File: src/hw/rtl/tcw_pkg.sv
package tcw_pkg;

   // screen geometry
   localparam int COLUMNS = 80;
   localparam int ROWS    = 25;
   localparam int CELLS   = ROWS * COLUMNS;
   localparam int ADDR_W  = $clog2(CELLS);
   localparam int COL_W   = $clog2(COLUMNS);
   localparam int ROW_W   = $clog2(ROWS);

   localparam logic [ADDR_W-1:0] LAST_CELL     = ADDR_W'(CELLS - 1);
   localparam logic [ADDR_W-1:0] LAST_ROW_BASE = ADDR_W'(CELLS - COLUMNS);
   localparam logic [ADDR_W-1:0] ROW_STEP      = ADDR_W'(COLUMNS);
   localparam logic [COL_W-1:0]  LAST_COL      = COL_W'(COLUMNS - 1);
   localparam logic [ROW_W-1:0]  LAST_ROW      = ROW_W'(ROWS - 1);
   localparam logic [15:0]       CELLS_W16     = 16'(CELLS);

   // character and attribute codes
   localparam logic [7:0] BLANK_CHAR = 8'h20;
   localparam logic [7:0] RESET_ATTR = 8'h0F;
   localparam logic [7:0] CHAR_CR    = 8'd13;
   localparam logic [7:0] CHAR_LF    = 8'd10;
   localparam logic [3:0] RESET_FG   = 4'd15;
   localparam logic [3:0] RESET_BG   = 4'd0;

   localparam int CSR_IDX_W  = 1;
   localparam int CSR_DATA_W = 4;

   typedef enum logic [1:0] {
      REQ_WRITE = 2'd0,
      REQ_READ  = 2'd1,
      REQ_CLEAR = 2'd2
   } req_code_type;

   typedef enum logic [CSR_IDX_W-1:0] {
      CSR_FG = 1'b0,
      CSR_BG = 1'b1
   } csr_index_type;

   typedef enum logic [2:0] {
      ST_INIT,
      ST_IDLE,
      ST_READ,
      ST_COPY,
      ST_BLANK
   } state_type;

   typedef struct packed {
      logic [7:0] attr;
      logic [7:0] chr;
   } cell_type;

   typedef struct packed {
      logic              we;
      logic [ADDR_W-1:0] waddr;
      cell_type          wdata;
      logic              re;
      logic [ADDR_W-1:0] raddr;
   } ram_cmd_type;

   typedef struct packed {
      logic        valid;
      logic [10:0] cursor_pos;
      logic [7:0]  cell_char;
      logic [7:0]  cell_attr;
      logic        scrolled;
   } result_type;

endpackage

File: src/hw/rtl/tcw_ifs.sv
interface tcw_req_if;
   logic        valid;
   logic        ready;
   logic [1:0]  req_type;
   logic [7:0]  char_code;
   logic [10:0] cell_index;

   modport source (output valid, output req_type, output char_code, output cell_index,
                   input ready);
   modport sink   (input valid, input req_type, input char_code, input cell_index,
                   output ready);
endinterface


File: src/hw/rtl/tcw_ctrl.sv
module tcw_ctrl (
   input  logic                clock,
   input  logic                reset,
   tcw_req_if.sink             req_chan,
   input  logic [7:0]          attr,
   input  logic                out_free,
   input  tcw_pkg::cell_type   rdata,
   output tcw_pkg::ram_cmd_type ram_cmd,
   output tcw_pkg::result_type result
);
   import tcw_pkg::*;

   state_type         state_ff, state_in;
   logic [ADDR_W-1:0] ptr_ff, ptr_in;
   logic [ADDR_W-1:0] cursor_ff, cursor_in;
   logic [ADDR_W-1:0] rowbase_ff, rowbase_in;
   logic [COL_W-1:0]  col_ff, col_in;
   logic [ROW_W-1:0]  row_ff, row_in;
   logic              scrolled_ff, scrolled_in;

   logic accept;
   logic is_nl;
   logic wrap;
   logic scroll_hit;
   logic idx_ok;

   assign req_chan.ready = (state_ff == ST_IDLE) && out_free;
   assign accept     = req_chan.valid && req_chan.ready;
   assign is_nl      = (req_chan.char_code == CHAR_CR) || (req_chan.char_code == CHAR_LF);
   assign wrap       = is_nl || (col_ff == LAST_COL);
   assign scroll_hit = wrap && (row_ff == LAST_ROW);
   assign idx_ok     = 16'(req_chan.cell_index) < CELLS_W16;

   // next state
   always_comb begin
      state_in = state_ff;
      case (state_ff)
         ST_INIT: begin
            if (ptr_ff == LAST_CELL) state_in = ST_IDLE;
         end
         ST_IDLE: begin
            if (accept) begin
               case (req_chan.req_type)
                  REQ_WRITE: if (scroll_hit) state_in = ST_COPY;
                  REQ_READ:  if (idx_ok) state_in = ST_READ;
                  REQ_CLEAR: state_in = ST_BLANK;
                  default:   state_in = ST_IDLE;
               endcase
            end
         end
         ST_READ:  state_in = ST_IDLE;
         ST_COPY: begin
            if (ptr_ff == LAST_ROW_BASE) state_in = ST_BLANK;
         end
         ST_BLANK: begin
            if (ptr_ff == LAST_CELL) state_in = ST_IDLE;
         end
         default:  state_in = ST_INIT;
      endcase
   end

   // datapath and outputs
   always_comb begin
      ram_cmd     = '0;
      result      = '0;
      ptr_in      = ptr_ff;
      cursor_in   = cursor_ff;
      rowbase_in  = rowbase_ff;
      col_in      = col_ff;
      row_in      = row_ff;
      scrolled_in = scrolled_ff;
      case (state_ff)
         ST_INIT: begin
            ram_cmd.we    = 1'b1;
            ram_cmd.waddr = ptr_ff;
            ram_cmd.wdata = '{attr: RESET_ATTR, chr: BLANK_CHAR};
            ptr_in        = (ptr_ff == LAST_CELL) ? '0 : ptr_ff + 1'b1;
         end
         ST_IDLE: begin
            if (accept) begin
               case (req_chan.req_type)
                  REQ_WRITE: begin
                     if (!is_nl) begin
                        ram_cmd.we    = 1'b1;
                        ram_cmd.waddr = cursor_ff;
                        ram_cmd.wdata = '{attr: attr, chr: req_chan.char_code};
                     end
                     if (scroll_hit) begin
                        cursor_in   = LAST_ROW_BASE;
                        rowbase_in  = LAST_ROW_BASE;
                        row_in      = LAST_ROW;
                        col_in      = '0;
                        scrolled_in = 1'b1;
                        ptr_in      = '0;
                     end else begin
                        if (wrap) begin
                           cursor_in  = rowbase_ff + ROW_STEP;
                           rowbase_in = rowbase_ff + ROW_STEP;
                           row_in     = row_ff + 1'b1;
                           col_in     = '0;
                        end else begin
                           cursor_in = cursor_ff + 1'b1;
                           col_in    = col_ff + 1'b1;
                        end
                        result.valid      = 1'b1;
                        result.cursor_pos = 11'(cursor_in);
                     end
                  end
                  REQ_READ: begin
                     if (idx_ok) begin
                        ram_cmd.re    = 1'b1;
                        ram_cmd.raddr = ADDR_W'(req_chan.cell_index);
                     end else begin
                        result.valid      = 1'b1;
                        result.cursor_pos = 11'(cursor_ff);
                     end
                  end
                  REQ_CLEAR: begin
                     cursor_in   = '0;
                     rowbase_in  = '0;
                     row_in      = '0;
                     col_in      = '0;
                     scrolled_in = 1'b0;
                     ptr_in      = '0;
                  end
                  default: begin
                     result.valid      = 1'b1;
                     result.cursor_pos = 11'(cursor_ff);
                  end
               endcase
            end
         end
         ST_READ: begin
            result.valid      = 1'b1;
            result.cursor_pos = 11'(cursor_ff);
            result.cell_char  = rdata.chr;
            result.cell_attr  = rdata.attr;
         end
         ST_COPY: begin
            // read runs one row and one cell ahead of the write; the write takes the registered RAM read word
            ram_cmd.re    = (ptr_ff != LAST_ROW_BASE);
            ram_cmd.raddr = ptr_ff + ROW_STEP;
            ram_cmd.we    = (ptr_ff != '0);
            ram_cmd.waddr = ptr_ff - 1'b1;
            ram_cmd.wdata = rdata;
            if (ptr_ff != LAST_ROW_BASE) ptr_in = ptr_ff + 1'b1;
         end
         ST_BLANK: begin
            ram_cmd.we    = 1'b1;
            ram_cmd.waddr = ptr_ff;
            ram_cmd.wdata = '{attr: attr, chr: BLANK_CHAR};
            ptr_in        = ptr_ff + 1'b1;
            if (ptr_ff == LAST_CELL) begin
               ptr_in            = '0;
               result.valid      = 1'b1;
               result.cursor_pos = 11'(cursor_ff);
               result.scrolled   = scrolled_ff;
            end
         end
         default: begin
            ptr_in = '0;
         end
      endcase
   end

   always_ff @(posedge clock) begin
      if (reset) begin
         state_ff    <= ST_INIT;
         ptr_ff      <= '0;
         cursor_ff   <= '0;
         rowbase_ff  <= '0;
         col_ff      <= '0;
         row_ff      <= '0;
         scrolled_ff <= 1'b0;
      end else begin
         state_ff    <= state_in;
         ptr_ff      <= ptr_in;
         cursor_ff   <= cursor_in;
         rowbase_ff  <= rowbase_in;
         col_ff      <= col_in;
         row_ff      <= row_in;
         scrolled_ff <= scrolled_in;
      end
   end

   // cursor stays the sum of its row base and column
   a_cursor_split: assert property (@(posedge clock) disable iff (reset)
      cursor_ff == rowbase_ff + ADDR_W'(col_ff))
      else $error("cursor out of step with row/column");

   // scroll copy never writes at or past the row it is reading
   a_copy_order: assert property (@(posedge clock) disable iff (reset)
      (state_ff == ST_COPY && ram_cmd.we && ram_cmd.re) |-> ram_cmd.waddr < ram_cmd.raddr)
      else $error("scroll copy overtook its read");

   // a cell read returns its word in the cycle after the request
   a_read_latency: assert property (@(posedge clock) disable iff (reset)
      (accept && req_chan.req_type == REQ_READ && idx_ok) |=> result.valid)
      else $error("read result missing");

endmodule

File: src/flat_wrapper.sv
// flat-port wrapper written by rule: the top's interface ports become plain ports
module tcw_ctrl_flat import tcw_pkg::*;
  (clock, reset, attr, out_free, rdata, ram_cmd, result, req_chan_valid, req_chan_req_type, req_chan_char_code, req_chan_cell_index, req_chan_ready);
  tcw_req_if req_chan_i ();
  input  logic clock;
  input  logic reset;
  input  logic [7:0] attr;
  input  logic out_free;
  input  tcw_pkg::cell_type rdata;
  output tcw_pkg::ram_cmd_type ram_cmd;
  output tcw_pkg::result_type result;
  input wire logic [$bits(req_chan_i.valid)-1:0] req_chan_valid;
  input wire logic [$bits(req_chan_i.req_type)-1:0] req_chan_req_type;
  input wire logic [$bits(req_chan_i.char_code)-1:0] req_chan_char_code;
  input wire logic [$bits(req_chan_i.cell_index)-1:0] req_chan_cell_index;
  output wire logic [$bits(req_chan_i.ready)-1:0] req_chan_ready;
  assign req_chan_i.valid = req_chan_valid;
  assign req_chan_i.req_type = req_chan_req_type;
  assign req_chan_i.char_code = req_chan_char_code;
  assign req_chan_i.cell_index = req_chan_cell_index;
  assign req_chan_ready = req_chan_i.ready;
  tcw_ctrl u_core (.clock(clock), .reset(reset), .req_chan(req_chan_i), .attr(attr), .out_free(out_free), .rdata(rdata), .ram_cmd(ram_cmd), .result(result));
endmodule
File: config.mk
export PLATFORM = sky130hd
export DESIGN_NAME = tcw_ctrl_flat
export DESIGN_NICKNAME = d
export VERILOG_FILES = /design/src/hw/rtl/tcw_pkg.sv /design/src/hw/rtl/tcw_ifs.sv /design/src/hw/rtl/tcw_ctrl.sv /design/src/flat_wrapper.sv
export SDC_FILE = /design/constraint.sdc
export NUM_CORES = 1
export LEC_CHECK = 0
export ABC_AREA = 0
export ABC_CLOCK_PERIOD_IN_PS = 2200
export BUFFER_PORTS_ARGS = -buffer_cell sky130_fd_sc_hd__buf_2
export CORE_MARGIN = 10
export CORE_UTILIZATION = 40
export DETAILED_ROUTE_END_ITERATION = 7
export PLACE_DENSITY_LB_ADDON = 0.25
export RECOVER_POWER = 100
export REMOVE_ABC_BUFFERS = 1
export SYNTH_ARGS = -nofsm -noshare
export SYNTH_HDL_FRONTEND = slang
export SYNTH_SLANG_ARGS = --single-unit
File: constraint.sdc
create_clock -name clock -period 2.2 [get_ports clock]
set_input_delay 0.22 -clock clock [delete_from_list [all_inputs] [get_ports clock]]
set_output_delay 0.22 -clock clock [all_outputs]
set_load 0.05 [all_outputs]
Yosys cells after proc, flatten, opt, wreduce, memory -nomap -nowiden. Index checks and enable logic that the tools add are counted.

Logic and storage cells: 96. Bits in registers: 49. Bits in writable memories: 0. Memories kept: 0. Latch bits: 0. Input bits: 49. Bits in read-only memories: 0.

Reduce and logical (&&, ||, !) cells: 15. $mul: 0. Muxes and demuxes: 43. Order comparisons: 1. Div/mod/pow operators: 0. $add $sub $neg: 7. Bitwise logic cells: 1. Shift operators: 0. Eq/ne operators: 22.

Operator list (count): $pmux W28 S4 (1); $mux W11 (8); $mux W12 (6); $pmux W12 S3 (2); $pmux W11 S2 (3); $mux W28 (2); $pmux W11 S4 (1); $mux W40 (1); $pmux W12 S2 (1); $add A11 B1 Y11 const B (2); $add A11 B7 Y11 const B (2); $eq A11 B11 Y1 const B (2); $eq A8 B4 Y1 const B (2); $mux W16 (1); $mux W3 (5); $mux W7 (2); $pmux W7 S2 (1); $pmux W3 S4 (1); $lt A11 B11 Y1 const B (1); $ne A11 B11 Y1 const B (1); $reduce_bool A11 Y1 (1); $sub A11 B1 Y11 const B (1); $mux W5 (2); $ne A2 B1 Y1 const B (5); 26 further kinds (35).

Longest topological paths before layout. Gate-level depths: netlist of the first run.

Word-level depth: 8. Mapped depth: 9. Gate-level depth less buffers: 8.

Worst setup path after synthesis of the first run. OpenSTA, ideal clock, no wires.

Path kind: flip-flop to output port. Start point: reg u_core.col_ff[0]. End point: out result[27] in the netlist's numbering. Arrival time: 2.782 ns. Path slack: -0.802 ns. Stages on the path, launching flop included: 9. Path buffers: 2. Cells stage by stage: dfxtp_1 -> ha_1 -> nand2_1 -> nor4_4 -> or2_2 -> buf_2 -> buf_2 -> o21ai_0 -> o21ai_0.

RTL lines: from (decl) (RTL line tcw_ctrl.sv:17) `logic [COL_W-1:0] col_ff, col_in;`; from (signal assigned) (RTL line tcw_ctrl.sv:180) `col_ff <= col_in;`; to (decl) (RTL line flat_wrapper.sv:11) `output tcw_pkg::result_type result;`.

==> summary.md, run 1 <==
| Metric | Value |
|---|---|
| Status | `finished with violations` |
| Failing checks | `setup timing` |
| Critical path class | `register to output pin` |
| Worst hold path type | `primary input to register` |
| Cts hold-fix bufs | `0` |
| Max_slew headroom | `58.05%` |
| Lkg Pwr | `2.576 nW` |
| Critical path's top delay family | `simple AND/OR/NAND/NOR gates` |
| Synthesis-to-finish area growth | `58.36%` |
| Setup crit end kind | `output pin` |
| Pin count of the biggest net entering global routing | `17` |
| Leading area contributor after synthesis | `dfxtp_1` |
| Setup Viol. Count Final | `53` |
| TNS Setup | `-5.531 ns` |
| Synth Register Bits | `45` |
| Netlist Area Pre-Place | `3849 sq um` |
| F_max | `401.2 MHz` |
| Avg WL per Cell | `18.99 microns` |
| Number of fill cells | `779` |
| Share of the synthesized area in the top cell type | `between 20% and 30%` |
| Final Cycle Share | `113.3%` |
| Post-synth ARST share | `0%` |
| Initial antenna violation count | `0` |
| CP required | `1.98 ns` |
| Max-slew violation count | `0` |
| Buf/Inv on CP | `2` |
| Total Routing Usage GR | `20.77%` |
| Vias in the first global route | `4667` |
| RSZ-0062 raised after global routing | `yes` |
| Placed insts | `807` |
| Cell Pwr Density | `278.1 nW/um^2` |
| CP Cell Sequence | `inv_2 -> ha_4 -> nor3b_4 -> o21ai_2 -> or3_4 -> nor3_4 -> o21ai_1 -> a221o_1 -> buf_6` |
| Clock latency on the worst-skew pair | `about 0.30 ns` |
| Top FF cell, synth | `dfxtp_1` |
| Cell row count | `35` |
| I/O pin count | `approximately 120` |
| Clk slew on worst S/H paths | `~0.09 ns` |
| Critical Path Max Stage Delay | `0.36 ns` |
| Final HPWL DP | `about 11000 microns` |
| Die width | `118.1 microns` |
| Post-route setup slack | `-0.2924 ns` |
| DRT met1 WL | `6822 microns` |
| Worst vdd ir | `238.4 uV` |
| N_diodes | `0` |
| Post-synth EDFFs | `0` |
| DRC | `0` |
| Worst Clk Skew | `between 0.01 and 0.015 ns` |
| DR top layer | `met4` |
| 1st-pass router iterations | `5` |
| Crit path arrival time | `2.27 ns` |
| Fin cells | `844` |
| Synth warnings | `0` |
| Clock sink count | `45` |
| Vias per inst | `between 5 and 6` |
| RePlAce Congestion | `between 0.8 and 0.9` |
| Drt total wl | `between 15000 and 20000 microns` |
| Clock root buffer | `clkbuf_8` |
| Met3 wirelength from detailed routing | `between 1000 and 1500 microns` |
| H-tree levels | `2` |
| Overflow after GRT | `0` |
| Input/output buffers | `between 100 and 150` |
| Syn_area_per_cell | `7.373 sq um` |
| TritonCTS Buffers | `5` |
| Cells after Synth | `522` |
| Area taken by multi-input logic gates | `3142 sq um` |
| Util after Layout | `65.65%` |
| Via Count | `4930` |
| Deepest clock path buffer count | `2` |
| Yosys cell types | `65` |
| Startpoint class of the critical path | `register` |
| Die Ht | `118.1 microns` |
| Most frequent cells in the layout | `buf_4, buf_6, nand2_1, buf_2, nor2_1` |
| Fin crit period | `between 2 and 2.5 ns` |
| Final Hold Viols | `0` |
| CP Max Fanout | `2` |
| Tightest Pin Transition | `0.6320 ns` |
| Total Nets Final | `~800` |
| Share of layout cells above drive strength 1 | `44.34%` |
| Post-route ant nets | `0` |
| Drt initial violations | `about 440` |
| First-pass GRT wire length | `24470 microns` |
| CTS tree | `yes` |
| Power, Total | `1.695 mW` |
| DIE AREA | `13950 sq um` |
| Top post-synthesis cells by area | `dfxtp_1, nand2_1, o21ai_0, ha_1, nor2_1` |
| Initial Util | `41.46%` |
| Commonest non-fill, non-tap cell in the layout | `buf_4` |
| Core Box Area | `9284 sq um` |
| Met2 wire len | `approximately 7600 microns` |
| FF/Latch Area | `910.9 sq um` |
| Seq/Total Area, Yosys | `23.41%` |
| Critical path's slowest cell | `or3_4` |
| Max-cap violation count | `0` |
| Pre-CTS setup slack | `-0.1859 ns` |
==> logic make-up (layout without fill, tap and decap cells) <==
logic type	Yosys count	count (layout)	synth area share (%)
xor+xnor	30	30	6.827
simple gates	227	227	31.57
compound gates	152	152	26.63
buf+inv	48	241	5.267
flops	45	45	23.41
mux	4	4	1.105
fa+ha+maj	16	16	5.202
==> per-stage QoR <==
stage          hold slack (ns)  cell area (sq um)
2_1_floorplan           0.2824               3695
3_3_place_gp            0.4750               5020
3_5_place_dp            0.4897               5020
4_1_cts                 0.2528               5813
5_1_grt                 0.2660               6095
6_report                0.2529               6095
==> Yosys cell counts, types with 7 or more instances <==
cell type	instances
a21oi_1	31
a221o_1	9
a22o_1	19
a22oi_1	7
and2_1	20
and3_1	10
clkbuf_1	27
dfxtp_1	45
ha_1	16
inv_1	13
nand2_1	62
nand3_1	17
nor2_1	53
nor3_1	9
nor3b_1	11
o21ai_0	45
xnor2_1	17
xor2_1	13
==> path summary, 6_finish.rpt <==
kind	slack, ns	start	depth (start not counted)	to
max reg2reg	-0.12	u_core.col_ff[0]$_SDFFE_PP0P_	10	u_core.ptr_ff[2]$_SDFFE_PP0P_
min reg2reg	0.50	u_core.row_ff[0]$_SDFFE_PP0P_	2	u_core.row_ff[0]$_SDFFE_PP0P_
max	-0.29	u_core.ptr_ff[0]$_SDFFE_PP0P_	9	ram_cmd[38]
min	0.25	reset	2	u_core.cursor_ff[6]$_SDFFE_PP0P_
==> what timing repair did <==
item,CTS,global route
hold endpoints to repair,0,0
setup endpoints to repair,52,64
resized for setup,176,87
pin swaps,37,35
gates cloned,1,1
setup buffers,21,12
==> registers in the layout (all words and copies together), names as in the netlist <==
register / count
u_core.cursor_ff: 11
u_core.ptr_ff: 11
u_core.col_ff: 7
u_core.rowbase_ff: 7
u_core.scrolled_ff: 1
u_core.row_ff: 5
u_core.state_ff: 3
==> area by class of cell <==
| type | instances | share of cell area (%) |
|---|---|---|
| clock buffers | 7 | 1.417 |
| inverters | 13 | 0.8007 |
| multi-input cells | 429 | 51.55 |
| flip-flops and latches | 45 | 14.95 |
| well taps | 129 | 2.648 |
| repair buffers | 221 | 28.64 |
==> routing by layer <==
metal / up-vias / global-route usage [%]
li1: 2277 / -
met1: 2343 / 25.70
met2: 280 / 34.94
met3: 30 / 5.372
met4: 0 / 4.791
met5: - / 0
==> power by group <==
group          switching (mW)  internal, mW
Clock                   0.285         0.250
Combinational           0.177         0.158
Sequential            0.00535         0.819
No activity file was read; power rests on OpenSTA's default activity.
==> run 2: changes to the inputs <==
Settings changed: REMOVE_ABC_BUFFERS 1 to not set.
==> run 2 against run 1 <==
The flow still finishes with violations (setup timing). Final cell count is 1.3% higher. Worst setup slack worse by 0.053 ns. Utilization up 2.1 points. Clock skew rose by 0.0042 ns. Sequential share of layout area down 0.32 points. Clock power up 2%. Critical path depth grew 1. Register-to-register slack worse by 0.03 ns. Largest power group unchanged. Maximum frequency shrank 2.1%. Cell area increased by 3.2%.
==> summary.md, run 2 (synthesis results as in run 1) <==
| Metric | Value |
|---|---|
| Util after Layout | `67.74% (+2.1 points)` |
| Deepest clock path buffer count | `2 (unchanged)` |
| N_diodes | `0 (unchanged)` |
| Fin crit period | `2.546 ns (+0.05334 ns)` |
| Setup crit end kind | `output pin` |
| Drt initial violations | `463 (+4.5%)` |
| Critical Path Most Common Cell | `nand2_1` |
| Pin count of the biggest net entering global routing | `28 (+11)` |
| Initial Util | `41.46% (unchanged)` |
| Worst vdd ir | `236.9 uV (-0.63%)` |
| Cell row count | `35 (unchanged)` |
| Vias per inst | `5.750 (-1.6%)` |
| Clock latency on the worst-skew pair | `0.31 ns (about the same)` |
| Via Count | `4916 (-0.28%)` |
| Input/output buffers | `118 (unchanged)` |
| Final Hold Viols | `0 (unchanged)` |
| DRC | `0 (unchanged)` |
| CP Max Fanout | `2 (unchanged)` |
| Critical Path Max Stage Delay | `0.37 ns (about the same)` |
| Startpoint class of the critical path | `register` |
| Max-slew violation count | `0 (unchanged)` |
| Critical path's slowest cell | `a221o_1` |
| Drt total wl | `16340 microns (+2.0%)` |
| Power, Total | `1.727 mW (+1.9%)` |
| TNS Setup | `-9.573 ns (-4.041 ns)` |
| Core Box Area | `9284 sq um (unchanged)` |
| Tightest Pin Transition | `0.5490 ns (-0.08297 ns)` |
| Clock sink count | `45 (unchanged)` |
| I/O pin count | `119 (unchanged)` |
| Synthesis-to-finish area growth | `63.39%` |
| Max-cap violation count | `0 (unchanged)` |
| Vias in the first global route | `4743 (+1.6%)` |
| 1st-pass router iterations | `5 (unchanged)` |
| F_max | `392.8 MHz (-2.1%)` |
| Post-route ant nets | `0 (unchanged)` |
| Most frequent cells in the layout | `buf_4, nand2_1, buf_6, buf_2, nor2_1` |
| Placed insts | `815 (+0.99%)` |
| CP required | `1.98 ns (about the same)` |
| Overflow after GRT | `0 (unchanged)` |
| RSZ-0062 raised after global routing | `yes` |
| Share of layout cells above drive strength 1 | `46.97% (+2.6 points)` |
| Critical path class | `register to output pin` |
| Failing checks | `setup timing` |
| Crit path arrival time | `2.33 ns (+0.06 ns)` |
| Number of fill cells | `725 (-6.9%)` |
| Syn_nets | `587` |
| Worst Clk Skew | `0.01591 ns (+0.004218 ns)` |
| Total Nets Final | `790 (+1.3%)` |
| Worst hold path type | `primary input to register` |
| Status | `finished with violations` |
| Design Area, Final | `6289 sq um (+3.2%)` |
| Cts hold-fix bufs | `0 (unchanged)` |
| Top Registers | `u_core.cursor_ff: 11 flops, u_core.ptr_ff: 11 flops` |
| Lkg Pwr | `2.724 nW (+5.8%)` |
| Cell Pwr Density | `274.6 nW/um^2 (-1.2%)` |
| CTS tree | `yes` |
| Final Cycle Share | `115.7% (+2.4 points)` |
| Die width | `118.1 microns (unchanged)` |
| Max_slew headroom | `63.26% (+5.2 points)` |
| DIE AREA | `13950 sq um (unchanged)` |
| Final HPWL DP | `11700 microns (+3.8%)` |
| Clock root buffer | `clkbuf_8` |
| Avg WL per Cell | `19.11 microns (+0.68%)` |
| Initial antenna violation count | `0 (unchanged)` |
| Setup Viol. Count Final | `62 (+17%)` |
| Post-route setup slack | `-0.3457 ns (-0.05334 ns)` |
| TritonCTS Buffers | `5 (unchanged)` |
| Critical path's top delay family | `simple AND/OR/NAND/NOR gates` |
| Total Routing Usage GR | `20.58% (-0.19 points)` |
| H-tree levels | `2 (unchanged)` |
| Fin cells | `855 (+1.3%)` |
| First-pass GRT wire length | `24380 microns (-0.40%)` |
| Buf/Inv on CP | `3 (+1)` |
| Die Ht | `118.1 microns (unchanged)` |
| Post-DP Area | `5214 sq um (+3.9%)` |
| Commonest non-fill, non-tap cell in the layout | `buf_4` |
| FF-to-FF setup slack | `-0.15 ns (-0.03 ns)` |
| CP Cell Sequence | `inv_2 -> ha_4 -> nor3b_4 -> o21ai_2 -> or3_4 -> buf_4 -> nand2_1 -> nand2_1 -> a221o_1 -> buf_6` |
| RePlAce Congestion | `0.9306 (+4.0%)` |
| Clk slew on worst S/H paths | `0.09 ns (about the same)` |
[run 2: power by group]
part	switching [mW]	total (mW)	internal [mW]	leakage, nW
clock	0.322	0.547	0.225	0.0374
combinational	0.180	0.355	0.175	2.32
sequential	0.00673	0.825	0.818	0.369
[run 2: what timing repair did]
action | 4_1_cts | 5_1_grt
endpoints found under the hold margin | 0 | 0
setup endpoints to repair | 52 | 62
cloned | 2 | 1
pin swaps | 23 | 26
resized for setup | 150 | 84
buffers inserted | 14 | 16
[run 2: per-stage QoR]
step	worst slack (ns)	hold slack [ns]
final	-0.3457	0.3153
after global routing	-0.3985	0.3303
after CTS	-0.2672	0.2922
after detailed placement	-0.03814	0.4990
after global placement	-0.02390	0.4751
after floorplan	-0.1419	0.4621
[run 2: routing by layer]
metal	vias up	global-route usage [%]	wire (microns)
li1	2310	-	-
met3	42	5.228	1294
met4	0	7.883	572
met2	252	33.17	7501
met1	2312	25.57	6975
met5	-	0	0
[run 2: worst paths after layout]
kind                                                    start                              end  cells after the start
worst max-delay path            u_core.ptr_ff[1]$_SDFFE_PP0P_                      ram_cmd[36]                     10
worst min-delay path                                    reset  u_core.state_ff[0]$_SDFFE_PP0P_                      3
worst max register to register  u_core.col_ff[0]$_SDFFE_PP0P_    u_core.ptr_ff[4]$_SDFFE_PP0P_                     10
worst min register to register  u_core.row_ff[0]$_SDFFE_PP0P_    u_core.row_ff[0]$_SDFFE_PP0P_                      2
[run 2: layout make-up]
class	count	area [sq um]	area share, %
clock buffer	6	72.57	1.154
clock inverter	2	15.01	0.2388
inverter	13	51.30	0.8158
multi-input combinational	429	3211	51.05
sequential	45	919.6	14.62
tap	129	161.4	2.567
timing repair buffer	231	1858	29.55
[run 2: worst min-delay path, cell delays in order]
cell and delay (ns):
buf_2 0.09, inv_1 0.13, o311a_1 0.15
==> run 3: changes to the inputs <==
Settings changed: ABC_AREA 0 to 1.
==> run 3 against run 2 <==
The flow still finishes with violations (setup timing). Sequential power about the same. Critical path depth decreased by 3. Clock power increased by 18%. Final cell count increased by 16%. Utilization decreased by 9.9 points. Largest power group unchanged. Largest cell class unchanged. Worst setup slack improved by 0.32 ns. Synthesized cell count increased by 33%.
==> summary.md, run 3 <==
| Metric | Value |
|---|---|
| Synth warnings | `0 (unchanged)` |
| Cell row count | `37 (+5.7%)` |
| Max_slew headroom | `60.40% (-2.9 points)` |
| RSZ-0062 raised after global routing | `yes` |
| Via Count | `5286 (+7.5%)` |
| Setup crit end kind | `output pin` |
| Synth Area in Compound Gates | `20.05% (-6.6 points)` |
| CP Max Fanout | `4 (+2)` |
| DRT met1 WL | `6548 microns (-6.1%)` |
| Failing checks | `setup timing` |
| Top post-synthesis cells by area | `dfxtp_1, nand2_1, inv_1, nand3_1, nor2_1` |
| Commonest non-fill, non-tap cell in the layout | `nand2_1` |
| Placed insts | `961 (+18%)` |
| Most common cell in the netlist | `nand2_1` |
| I/O pin count | `119 (unchanged)` |
| Seq pwr share | `47.4% (-0.4 points)` |
| Critical path class | `register to output pin` |
| Post-synthesis mux area share | `0% (-1.1 points)` |
| 1st-pass router iterations | `5 (unchanged)` |
| Post-route setup slack | `-0.02656 ns (+0.3191 ns)` |
| Synthesis-to-finish area growth | `42.32%` |
| Post-synth EDFFs | `0 (unchanged)` |
| Worst vdd ir | `238.7 uV (+0.75%)` |
| FF-to-FF setup slack | `0.04 ns (+0.19 ns)` |
| Clock sink count | `45 (unchanged)` |
| WHS Path Cells | `4 (+1)` |
| Max-cap violation count | `0 (unchanged)` |
| FF-to-FF Start | `u_core.state_ff[2]$_SDFFE_PP0P_` |
| RePlAce Congestion | `1.012 (+8.7%)` |
| Startpoint class of the critical path | `register` |
| Share of layout cells above drive strength 1 | `32.94% (-14 points)` |
| Top Registers | `u_core.cursor_ff: 11 flops, u_core.ptr_ff: 11 flops` |
| Adder-Cell Fraction of Synth Area | `4.840% (-0.36 points)` |
| Clock power frac | `36.9% (+5.2 points)` |
| Tightest Pin Transition | `0.5966 ns (+0.04753 ns)` |
| Lkg Pwr | `2.775 nW (+1.9%)` |
| Die Ht | `121.7 microns (+3.0%)` |
| Combinational family with the most area after synthesis | `simple AND/OR/NAND/NOR gates` |
| Drt initial violations | `470 (+1.5%)` |
| HP Start | `reset` |
| Core Box Area | `10180 sq um (+9.7%)` |
| Clk slew on worst S/H paths | `0.09 ns (about the same)` |
| Post-Synth XOR/XNOR Area | `3.176% (-3.7 points)` |
| Hold Path End | `u_core.state_ff[2]$_SDFFE_PP0P_` |
| Met2 wire len | `7926 microns (+5.7%)` |
| Vias in the first global route | `5083 (+7.2%)` |
| Post-route ant nets | `0 (unchanged)` |
| First-pass GRT wire length | `24920 microns (+2.2%)` |
| Pre-CTS setup slack | `0.05318 ns (+0.09133 ns)` |
| Overflow after GRT | `0 (unchanged)` |
| Syn_nets | `759 (+29%)` |
| Deepest clock path buffer count | `2 (unchanged)` |
| CTS tree | `yes` |
| Final HPWL DP | `11810 microns (+0.87%)` |
| Crit path arrival time | `2.01 ns (-0.32 ns)` |
| TNS Setup | `-0.06264 ns (+9.510 ns)` |
| Top FF cell, synth | `dfxtp_1` |
| Gate power share | `15.7% (-4.9 points)` |
| Internal Power | `1.265 mW (+3.9%)` |
| Drt total wl | `15850 microns (-3.0%)` |
| Input/output buffers | `118 (unchanged)` |
| Initial Util | `40.61% (-0.84 points)` |
| Cells after Synth | `694 (+33%)` |
| Power, Total | `1.744 mW (+0.99%)` |
| Worst Clk Skew | `0.006446 ns (-0.009467 ns)` |
| Status | `finished with violations` |
| Cts hold-fix bufs | `0 (unchanged)` |
| Final Cycle Share | `101.2% (-15 points)` |
| Synth Area in Simple Gates | `38.23% (+6.7 points)` |
| Total Nets Final | `921 (+17%)` |
| Initial antenna violation count | `0 (unchanged)` |
| Post-DP Area | `5152 sq um (-1.2%)` |
| Avg WL per Cell | `15.98 microns (-16%)` |
| CP required | `1.98 ns (about the same)` |
| DRC | `0 (unchanged)` |
| Seq/Total Area, Yosys | `21.78% (-1.6 points)` |
| Netlist Area Pre-Place | `4136 sq um (+7.5%)` |
| DIE AREA | `14810 sq um (+6.2%)` |
| Switching Fraction | `27.46% (-2.0 points)` |
| Register-to-Register Path Depth | `9 (-1)` |
| Cell Pwr Density | `296.3 nW/um^2 (+7.9%)` |
| Fin crit period | `2.227 ns (-0.3191 ns)` |
| Clock latency on the worst-skew pair | `0.30 ns (about the same)` |
| Leading area contributor after synthesis | `dfxtp_1` |
| Setup Viol. Count Final | `5 (-92%)` |
| Worst hold path type | `primary input to register` |
| Yosys cell types | `43 (-34%)` |
| Syn_area_per_cell | `5.960 sq um (-19%)` |
| Pin count of the biggest net entering global routing | `33 (+18%)` |
| Reg2Reg Capture Point | `u_core.rowbase_ff[4]$_SDFFE_PP0P_` |
| F_max | `449.1 MHz (+14%)` |
| Die width | `121.7 microns (+3.0%)` |
| DR top layer | `met4` |
| Total Routing Usage GR | `20.06% (-0.53 points)` |
| Most frequent cells in the layout | `nand2_1, inv_1, buf_4, nor2_1, buf_2` |
| Fin cells | `992 (+16%)` |
| Max-slew violation count | `0 (unchanged)` |
| Final Hold Viols | `0 (unchanged)` |
| Clock root buffer | `clkbuf_8` |
| H-tree levels | `2 (unchanged)` |
| Psw | `479.0 uW (-5.9%)` |
| Synth Register Bits | `45 (unchanged)` |
| TritonCTS Buffers | `5 (unchanged)` |
| Met3 wirelength from detailed routing | `1153 microns (-11%)` |
| Share of the synthesized area in the top cell type | `21.78% (-1.6 points)` |
| Commonest cells post-synth | `nand2_1, inv_1, nor2_1, nand3_1, o21ai_0` |
| N_diodes | `0 (unchanged)` |
| Post-synth ARST share | `0% (unchanged)` |
| Vias per inst | `5.329 (-7.3%)` |
| Design Area, Final | `5887 sq um (-6.4%)` |
run 3: changes by cell type in the layout (fill, tap and decap cells not counted), sizes merged, moves of 12 or more:
cell | before | now
inv | 13 | 96
buf | 207 | 158
nor2 | 55 | 76
and2 | 20 | 0
nand2 | 63 | 173
nand4 | 5 | 21
o22ai | 1 | 13
xnor2 | 17 | 4
a22o | 19 | 0
nand3 | 17 | 69
run 3: layer usage:
| layer | track usage, % | vias up |
|---|---|---|
| met5 | 0 | - |
| met1 | 23.81 | 2446 |
| met3 | 3.978 | 22 |
| li1 | - | 2620 |
| met2 | 36.27 | 198 |
| met4 | 4.545 | 0 |
run 3: what timing repair did:
action / CTS / global route
pin swaps: 7 / 20
resized for setup: 63 / 86
buffers inserted: 11 / 12
setup endpoints to repair: 37 / 38
cloned: 1 / 0
run 3: power by group through the flow:
stage | clock (mW) | combinational (mW) | sequential (mW)
after global placement | 0 | 0.224 | 0.843
after CTS | 0.660 | 0.235 | 0.825
after floorplan | 0 | 0.134 | 0.841
final | 0.644 | 0.274 | 0.826
after detailed placement | 0 | 0.227 | 0.843
after global routing | 0.694 | 0.301 | 0.827
run 3: cell families (layout without fill, tap and decap cells):
| group | count (synthesis) | after routing |
|---|---|---|
| buf+inv | 126 | 288 |
| xor+xnor | 15 | 15 |
| compound gates | 140 | 140 |
| fa+ha+maj | 16 | 16 |
| flops | 45 | 45 |
| simple gates | 352 | 352 |
run 3: worst max path at each step:
stage | start | to | slack (ns)
finish | u_core.ptr_ff[0]$_SDFFE_PP0P_ | ram_cmd[30] | -0.03
global placement | u_core.col_ff[0]$_SDFFE_PP0P_ | result[27] | 0.13
detailed placement | u_core.col_ff[0]$_SDFFE_PP0P_ | result[26] | 0.05
floorplan | u_core.state_ff[0]$_SDFFE_PP0P_ | ram_cmd[37] | -0.31
CTS | u_core.col_ff[1]$_SDFFE_PP0P_ | result[26] | -0.009
global route | u_core.col_ff[0]$_SDFFE_PP0P_ | result[22] | -0.16
run 3: worst max-delay path, cell delays in order, from the launching register on:
cell        delay (ns)
dfxtp_1           0.40
buf_4             0.17
clkinvlp_4        0.13
ha_4              0.21
or2_2             0.28
a32oi_2           0.26
o21ai_4           0.10
buf_6             0.16
run 3: area by class of cell:
cell class	count	area (sq um)
Inverter	99	386.6
Timing Repair Buffer	181	1237
Fill cell	992	4298
Sequential cell	45	920.9
Clock inverter	2	38.79
Clock buffer	5	68.82
Timing Repair inverter	1	7.507
Multi-Input combinational cell	523	3057
Tap cell	136	170.2
run 3: through the flow:
stage	hold WS, ns	utilization [%]
2_1_floorplan	0.4554	-
3_3_place_gp	0.4691	50.59
3_5_place_dp	0.4767	50.59
4_1_cts	0.3482	54.26
5_1_grt	0.4072	57.80
6_report	0.3614	57.80
